--- src/rtl/rc_pulse_width_capture_defines.svh ---
// Assertion macros for the RC pulse width capture block.
`ifndef RC_PULSE_WIDTH_CAPTURE_DEFINES_SVH
`define RC_PULSE_WIDTH_CAPTURE_DEFINES_SVH

// Same-cycle implication, disabled during reset.
`define RPWC_ASSERT_NOW(label, clk, rst_n, ante, cons) \
    label: assert property (@(posedge clk) disable iff (!rst_n) (ante) |-> (cons)) \
        else $error("rc_pulse_width_capture: check failed");

// Next-cycle implication, disabled during reset.
`define RPWC_ASSERT_NEXT(label, clk, rst_n, ante, cons) \
    label: assert property (@(posedge clk) disable iff (!rst_n) (ante) |=> (cons)) \
        else $error("rc_pulse_width_capture: check failed");

`endif

--- src/rtl/rc_pwc_pkg.sv ---
// Package with constants and types for the RC pulse width capture block.
package rc_pwc_pkg;

    localparam int NUM_CHANNELS = 10;
    localparam int STAMP_BITS   = 16;
    localparam int CH_W         = 4;
    localparam int CH_IDX_W     = (NUM_CHANNELS > 1) ? $clog2(NUM_CHANNELS) : 1;

    localparam logic [CH_W:0] CH_COUNT = (CH_W + 1)'(NUM_CHANNELS);

    typedef logic [STAMP_BITS-1:0] stamp_t;
    typedef logic [CH_W-1:0]       chan_t;
    typedef logic [CH_IDX_W-1:0]   chan_idx_t;

    typedef enum logic [1:0] {
        MODE_INIT    = 2'd0,
        MODE_RISING  = 2'd1,
        MODE_FALLING = 2'd2
    } mode_t;

    typedef enum logic {
        ACT_CAPTURE = 1'b0,
        ACT_READ    = 1'b1
    } action_t;

endpackage

--- src/rtl/rc_pulse_width_capture.sv ---
// Two register stages: the input register (s1_*), then the output register.
// Throughput: one item per cycle unless out_stall holds a full output; per-channel state
// is updated as an item leaves the input register; the next item reads it without forwarding.
// Reset (rst_n, asynchronous, active low): pipeline empty, all channels in init mode,
// all stored stamps, periods and high times cleared to zero.
`include "rc_pulse_width_capture_defines.svh"

module rc_pulse_width_capture (
    input  logic        clk,
    input  logic        rst_n,
    input  logic        in_valid,
    output logic        in_stall,
    input  logic        action,
    input  logic [3:0]  channel,
    input  logic [15:0] stamp,
    output logic        out_valid,
    input  logic        out_stall,
    output logic [15:0] high_time,
    output logic [15:0] period,
    output logic        arm_falling,
    output logic        error
);

    logic                     s1_valid_reg;
    logic                     s1_action_reg;
    rc_pwc_pkg::chan_t        s1_channel_reg;
    rc_pwc_pkg::stamp_t       s1_stamp_reg;

    logic                     out_valid_reg;
    logic [15:0]              high_time_reg;
    logic [15:0]              period_reg;
    logic                     arm_falling_reg;
    logic                     error_reg;

    rc_pwc_pkg::mode_t        mode_reg   [rc_pwc_pkg::NUM_CHANNELS];
    rc_pwc_pkg::stamp_t       rise_reg   [rc_pwc_pkg::NUM_CHANNELS];
    rc_pwc_pkg::stamp_t       period_st_reg [rc_pwc_pkg::NUM_CHANNELS];
    rc_pwc_pkg::stamp_t       high_st_reg   [rc_pwc_pkg::NUM_CHANNELS];

    logic                     out_free;
    logic                     s1_adv;
    logic                     in_xfer;
    logic                     ch_ok;
    rc_pwc_pkg::chan_idx_t    ch_idx;
    rc_pwc_pkg::mode_t        cur_mode;
    rc_pwc_pkg::mode_t        mode_next;
    rc_pwc_pkg::stamp_t       cur_rise;
    rc_pwc_pkg::stamp_t       rise_next;
    rc_pwc_pkg::stamp_t       period_next;
    rc_pwc_pkg::stamp_t       high_next;
    rc_pwc_pkg::stamp_t       delta;

    assign out_free = !out_valid_reg || !out_stall;
    assign s1_adv   = s1_valid_reg && out_free;
    assign in_stall = s1_valid_reg && !out_free;
    assign in_xfer  = in_valid && !in_stall;

    assign ch_ok  = {1'b0, s1_channel_reg} < rc_pwc_pkg::CH_COUNT;
    assign ch_idx = s1_channel_reg[rc_pwc_pkg::CH_IDX_W-1:0];

    always_comb
    begin
        cur_mode    = rc_pwc_pkg::MODE_INIT;
        cur_rise    = '0;
        period_next = '0;
        high_next   = '0;
        if (ch_ok)
        begin
            cur_mode    = mode_reg[ch_idx];
            cur_rise    = rise_reg[ch_idx];
            period_next = period_st_reg[ch_idx];
            high_next   = high_st_reg[ch_idx];
        end
        delta     = s1_stamp_reg - cur_rise;
        mode_next = cur_mode;
        rise_next = cur_rise;
        if (s1_action_reg == rc_pwc_pkg::ACT_CAPTURE)
        begin
            case (cur_mode)
                rc_pwc_pkg::MODE_INIT:
                begin
                    rise_next = s1_stamp_reg;
                    mode_next = rc_pwc_pkg::MODE_FALLING;
                end
                rc_pwc_pkg::MODE_RISING:
                begin
                    period_next = delta;
                    rise_next   = s1_stamp_reg;
                    mode_next   = rc_pwc_pkg::MODE_FALLING;
                end
                default:
                begin
                    high_next = delta;
                    mode_next = rc_pwc_pkg::MODE_RISING;
                end
            endcase
        end
    end

    always_ff @(posedge clk or negedge rst_n)
    begin
        if (!rst_n)
        begin
            for (int i = 0; i < rc_pwc_pkg::NUM_CHANNELS; i++)
            begin
                mode_reg[i]      <= rc_pwc_pkg::MODE_INIT;
                rise_reg[i]      <= '0;
                period_st_reg[i] <= '0;
                high_st_reg[i]   <= '0;
            end
        end
        else if (s1_adv && ch_ok)
        begin
            mode_reg[ch_idx]      <= mode_next;
            rise_reg[ch_idx]      <= rise_next;
            period_st_reg[ch_idx] <= period_next;
            high_st_reg[ch_idx]   <= high_next;
        end
    end

    always_ff @(posedge clk or negedge rst_n)
    begin
        if (!rst_n)
        begin
            s1_valid_reg  <= 1'b0;
            out_valid_reg <= 1'b0;
        end
        else
        begin
            if (!in_stall)
            begin
                s1_valid_reg <= in_valid;
            end
            if (out_free)
            begin
                out_valid_reg <= s1_valid_reg;
            end
        end
    end

    always_ff @(posedge clk)
    begin
        if (in_xfer)
        begin
            s1_action_reg  <= action;
            s1_channel_reg <= channel;
            s1_stamp_reg   <= stamp;
        end
        if (s1_adv)
        begin
            if (ch_ok)
            begin
                high_time_reg   <= 16'(high_next);
                period_reg      <= 16'(period_next);
                arm_falling_reg <= (mode_next != rc_pwc_pkg::MODE_INIT) &&
                                   (mode_next != rc_pwc_pkg::MODE_RISING);
                error_reg       <= 1'b0;
            end
            else
            begin
                high_time_reg   <= '0;
                period_reg      <= '0;
                arm_falling_reg <= 1'b0;
                error_reg       <= 1'b1;
            end
        end
    end

    assign out_valid   = out_valid_reg;
    assign high_time   = high_time_reg;
    assign period      = period_reg;
    assign arm_falling = arm_falling_reg;
    assign error       = error_reg;

    `RPWC_ASSERT_NOW(a_error_zero, clk, rst_n, out_valid_reg && error_reg,
        high_time_reg == 16'd0 && period_reg == 16'd0 && !arm_falling_reg)
    `RPWC_ASSERT_NOW(a_stall_only_full, clk, rst_n, in_stall,
        s1_valid_reg && out_valid_reg && out_stall)
    `RPWC_ASSERT_NEXT(a_capture_toggles, clk, rst_n,
        s1_adv && ch_ok && s1_action_reg == rc_pwc_pkg::ACT_CAPTURE,
        out_valid_reg && !error_reg &&
        arm_falling_reg == ($past(cur_mode) != rc_pwc_pkg::MODE_FALLING))
    `RPWC_ASSERT_NEXT(a_read_keeps_mode, clk, rst_n,
        s1_adv && ch_ok && s1_action_reg == rc_pwc_pkg::ACT_READ,
        arm_falling_reg == ($past(cur_mode) == rc_pwc_pkg::MODE_FALLING))

endmodule
--- config.mk ---
export PLATFORM = sky130hd
export DESIGN_NAME = rc_pulse_width_capture
export DESIGN_NICKNAME = d
export VERILOG_FILES = /design/src/rtl/rc_pwc_pkg.sv /design/src/rtl/rc_pulse_width_capture.sv
export VERILOG_INCLUDE_DIRS = /design/src /design/src/rtl
export SDC_FILE = /design/constraint.sdc
export NUM_CORES = 1
export LEC_CHECK = 0
export ABC_AREA = 0
export BUFFER_PORTS_ARGS = -buffer_cell sky130_fd_sc_hd__buf_2
export CAP_MARGIN = 20
export CORE_AREA = 2 2 235 190
export CTS_BUF_LIST = sky130_fd_sc_hd__clkbuf_16
export DETAILED_ROUTE_END_ITERATION = 6
export DIE_AREA = 0 0 237 192
export GPL_ROUTABILITY_DRIVEN = 0
export PLACE_DENSITY = 0.76
export SLEW_MARGIN = 20
export SYNTH_ARGS = -nofsm -noshare
export SYNTH_HDL_FRONTEND = slang
export SYNTH_SLANG_ARGS = --single-unit
--- constraint.sdc ---
create_clock -name clk -period 8.3 [get_ports clk]
set_input_delay 0.415 -clock clk [delete_from_list [all_inputs] [get_ports clk]]
set_output_delay 0.415 -clock clk [all_outputs]
set_load 0.1 [all_outputs]
## Word level (Yosys, flattened, before mapping)

Cells that the tools add are included.

- Add/sub/neg operators: 1
- Eq/ne operators: 2
- Reductions and logical operators: 14
- Mux-type cells: 33
- Order comparisons: 3
- Bitwise operators: 1

Operator list:

| kind | count |
|---|---|
| 160-bit bitwise mux | 3 |
| 16-bit 2-to-1 mux | 16 |
| 16-bit binary-select mux with 4-bit select | 3 |
| 16-bit demux with 4-bit select | 1 |
| 20-bit bitwise mux | 1 |
| 16-bit subtractor | 1 |
| 2-bit 2-to-1 mux | 6 |
| 2-bit binary-select mux with 4-bit select | 1 |
| 2-bit demux with 4-bit select | 1 |
| 1-bit logical AND | 6 |
| 5-bit greater-or-equal comparator (second input constant) | 1 |
| 5-bit by 1-bit < comparator with 1-bit output (second input constant) | 1 |
| 4-bit inverter with 5-bit output | 1 |
| 1-bit logical NOT | 4 |
| 4-bit < comparator (second input constant) | 1 |
| 2-bit by 1-bit equality test with 1-bit output (second input constant) | 1 |
| 2-bit logical NOT | 1 |
| 2-bit by 1-bit != test with 1-bit output (second input constant) | 1 |
| 2-bit nonzero test | 1 |
| 2-bit OR reduction | 1 |
| 1-bit logical OR | 1 |
| 1-bit 2-to-1 mux | 1 |

- Word-level logic and storage cells: 103
- Input bits: 25
- Register bits: 557
- Output and inout port bits: 36

## Depth between registers and ports, before layout

- Depth in word-level cells: 11
- Gate-level depth with buffers: 19
- Depth with buffers taken out: 13

## Worst setup path after synthesis

OpenSTA, ideal clock, no wires.

- Path kind: register to register
- Start point: register s1_channel_reg[3] (netlist: ch_idx[3])
- End point: register high_time_reg[12] (netlist: high_time[12]), data pin
- Buffers on the path: 5
- Period minus slack after synthesis: 4.183 ns
- Cell stages (with the launch flop): 19
- Slack: 4.117 ns
- Setup time: 0.261 ns
- Data required time: 8.039 ns
- Arrival time: 3.922 ns
- Path through: edfxtp_1 buf_2 and2b_1 buf_2 buf_1 buf_2 nand2_1 o21ai_0 ha_1 inv_1 fa_1 a21o_1 a311o_1 o2bb2ai_1 a221oi_1 xor2_1 mux2_2 clkbuf_1 inv_1

- Word-level cells in the longest chain between the ends: 9
- Elaborated cells on any way between the ends: 20
- Classes of those cells: add/sub (1); order compare (1); eq/ne (1); mux (14); bitwise (1); reduce/logical (2)

RTL lines:

| what | RTL line | RTL |
|---|---|---|
| from (decl) | rc_pulse_width_capture.sv:26 | `rc_pwc_pkg::chan_t s1_channel_reg;` |
| from (signal assigned) | rc_pulse_width_capture.sv:146 | `s1_channel_reg <= channel;` |
| branches (longest 9 deep; another with 16-bit subtractor) | -- |  |
| to (signal assigned) | rc_pulse_width_capture.sv:153 | `high_time_reg <= 16'(high_next);` |
| to (decl) | rc_pulse_width_capture.sv:30 | `logic [15:0] high_time_reg;` |

Parallel ways; which one is timed is not known. The select of a mux whose other input is x is not followed.
A chain may end at the register's enable or synchronous reset.

## Worst setup path after layout

- Start point: register s1_channel_reg[1] (netlist: ch_idx[1])
- End point: register high_st_reg[158] in the netlist's numbering

- Word-level cells in the longest chain between the ends: 10
- Elaborated cells on any way between the ends: 27
- Classes of those cells: add/sub (1); order compare (3); eq/ne (1); mux (17); bitwise (1); reduce/logical (4)

RTL lines:

| what | RTL line | RTL |
|---|---|---|
| branches (longest 10 deep; another with 16-bit subtractor) | -- |  |
| to (signal, indexed assignment) | rc_pulse_width_capture.sv:117 | `high_st_reg[ch_idx] <= high_next;` |
| to (decl) | rc_pulse_width_capture.sv:38 | `rc_pwc_pkg::stamp_t high_st_reg [rc_pwc_pkg::NUM_CHANNELS];` |

Parallel ways; which one is timed is not known. The select of a mux whose other input is x is not followed.

==> flow_summary.json <==
{
  "initial_core_util_pct": 59.7,
  "power_frac_comb_pct": 19.2,
  "syn_area_um2": 25600,
  "cp_top_family": "compound AO/OA/AOI/OAI gates",
  "io_pins": 61,
  "synth_top_family_by_area": "multiplexers",
  "p_sw_share_pct": 29.0,
  "grt_usage_pct": 28.9,
  "net-switching-power_mw": 2.12,
  "internal-power_mw": 5.19,
  "synthSimpleGateAreaFrac_pct": 8.06,
  "drc_errors": 0,
  "cp.depth": 12,
  "max_freq_ghz": 0.192,
  "clockPowerShare_pct": 33.6,
  "required_ns": 8.73,
  "crit_fanout": 112,
  "clockBufferDepth": 3,
  "synth_compound_gate_area_share_pct": 7.62,
  "cellPowerDensity_nw_per_um2": 259,
  "yosys.cell_types.count": 67,
  "path_class": "flip-flop to flip-flop",
  "p_leak_nw": 13.3,
  "cts_setup_buffers": 0,
  "diodes": 0,
  "syn-instance-count": 2052,
  "pwr-share-seq_pct": 47.2,
  "hold_depth": 1,
  "synth_mux_area_share_pct": 24.0,
  "setup_tns_ns": 0,
  "async_reset_ff_share_pct": 90.1,
  "first_pass_iters": 6,
  "synth_top_area_share_pct": 49.0,
  "rsz0062_at_grt": "false",
  "skew_ns": 0.0149,
  "grt_pass1_vias": 17100,
  "max_slew.worst_pin.slew_ns": 1.14,
  "synthXorXnorAreaFrac_pct": 0.508,
  "synthAdderAreaFrac_pct": 0.859,
  "cpMostUsedCell": "o21ai_0",
  "yosys_warnings": 0,
  "fillers": 3069,
  "synthesis.nets": 2094,
  "hold_path.class": "input port to flip-flop",
  "hold_buffers": 22,
  "post_drt_wl_per_cell_um": 24.0,
  "drt-initial-drc-count": 1635,
  "maxCapViolCount": 0,
  "nNetsFinal": 2105,
  "cts_tree": "yes",
  "worstSetupEndpointType": "flip-flop",
  "gr-total-overflow": 0,
  "cpPeakStageDelay_ns": 0.98,
  "area_growth_pct": 9.96,
  "htreeDepth": 2,
  "crit_slowest_cell": "nand2b_2",
  "grt_max_degree": 201,
  "port_buffers": 60,
  "row_count": 68,
  "design_area_um2": 28200,
  "design.core.area_um2": 43000,
  "grt_pass1_wl_um": 101000,
  "synth-edff-count": 55,
  "setup_violations": 0,
  "die_w_um": 237,
  "slew_violations": 0,
  "peakVddDrop_mv": 0.181,
  "place_area_um2": 26200,
  "cp.arrival_ns": 5.62,
  "period_minus_slack_ns": 5.20,
  "routed_wl_um": 63900,
  "clock_latency_ns": 0.59,
  "viasPerCell": 6.29,
  "reg2regPathDepth": 12,
  "cts_sinks": 557,
  "syn_avg_cell_area_um2": 12.5,
  "path_buf_inv": 1,
  "status": "complete, no violations",
  "start_kind": "flip-flop",
  "cts_made_buffers": 55,
  "period_share_pct": 62.6,
  "hpwlAfterDp_um": 36800,
  "synth-seq-area-share_pct": 55.4,
  "netlist_top_cells_count": "dfrtp_1, nand2_1, mux2_2",
  "relSlewSlack_pct": 23.6,
  "chipHeight_um": 192,
  "synth_top_area_cell": "dfrtp_1",
  "num_vias": 16800,
  "cts-resized-gates": 0,
  "ys_seq_elements": 557,
  "synthFlopType": "dfrtp_1",
  "final_hold_viol_count": 0,
  "root_buffer": "clkbuf_16",
  "clk_pin_slew_ns": 0.06,
  "layout-drive-gt1-share_pct": 29.9,
  "die-area_um2": 45500,
  "crit_chain": "buf_12, nand2b_2, o21ai_0, a22oi_2, ha_1, a21o_1, a311o_1, a31oi_1, o21ai_0, xor2_1, o21ai_0, o21ai_0",
  "grt_antenna_before_repair": 1,
  "synthTopCellsByArea": "dfrtp_1, mux2_2, mux4_2",
  "yosysMostFrequentCell": "dfrtp_1",
  "antenna_left": 0
}
area by class of cell:
type / instances / area, µm² / share of cell area (%)
flip-flops and latches: 557 / 14200 / 50.4
clock buffers: 59 / 1480 / 5.24
multi-input cells: 1315 / 10600 / 37.6
clock inverters: 43 / 294 / 1.04
well taps: 560 / 701 / 2.49
repair buffers: 115 / 843 / 2.99
inverters: 19 / 71.3 / 0.253
through the flow:
| step | hold WS (ns) | total power, mW | std cells | setup slack, ns | utilization, % |
|---|---|---|---|---|---|
| 2_1_floorplan | 0.119 | 4.49 | 2052 | 4.12 | - |
| 3_3_place_gp | 0.454 | 4.79 | 2543 | 3.33 | 60.9 |
| 3_5_place_dp | 0.459 | 4.87 | 2543 | 3.24 | 60.9 |
| 4_1_cts | 0.0199 | 7.32 | 2667 | 3.24 | 65.5 |
| 5_1_grt | 0.0218 | 7.62 | 2668 | 2.87 | 65.6 |
| 6_report | 0.0421 | 7.31 | 2668 | 3.10 | 65.6 |
routing by layer:
metal	track usage, %	vias to the layer above	wire, µm
li1	-	7278	-
met2	44.3	696	29200
met4	8.18	0	1480
met5	0	-	0
met3	7.06	109	5670
met1	41.7	8703	27600
path summary, 6_finish.rpt:
kind | from | endpoint | slack, ns
worst min-delay path | channel[3] | ch_idx[3] | 0.04
worst max-delay path | ch_idx[1] | high_st_reg[158] | 3.10
worst min register to register | rise_reg[21] | rise_reg[21] | 0.47
min in group asynchronous | rst_n | period_st_reg[156] | 0.45
max in group asynchronous | rst_n | rise_reg[16] | 6.32
worst max register to register | ch_idx[1] | high_st_reg[158] | 3.10
power by group through the flow:
stage | logic [mW] | clock network, mW | registers [mW]
3_3_place_gp | 1.33 | 0 | 3.45
6_report | 1.41 | 2.45 | 3.45
2_1_floorplan | 0.928 | 0 | 3.56
5_1_grt | 1.53 | 2.60 | 3.49
3_5_place_dp | 1.38 | 0 | 3.49
4_1_cts | 1.40 | 2.48 | 3.44
cell families after synthesis:
logic type	Yosys count
compound gates	302
buf+inv	180
xor+xnor	14
simple gates	527
mux	455
fa+ha+maj	17
flops	557
cell usage in the layout, fill, tap and decap left out, types with 46 or more instances in the layout:
cell type | synthesis | layout
buf_2 | 52 | 59
clkbuf_16 | 0 | 59
dfrtp_1 | 502 | 502
edfxtp_1 | 55 | 55
mux2_2 | 311 | 311
mux2i_1 | 46 | 46
mux4_2 | 93 | 93
nand2_1 | 441 | 437
nor2_1 | 54 | 51
o21ai_0 | 147 | 145
No activity file was read; power rests on OpenSTA's default activity.
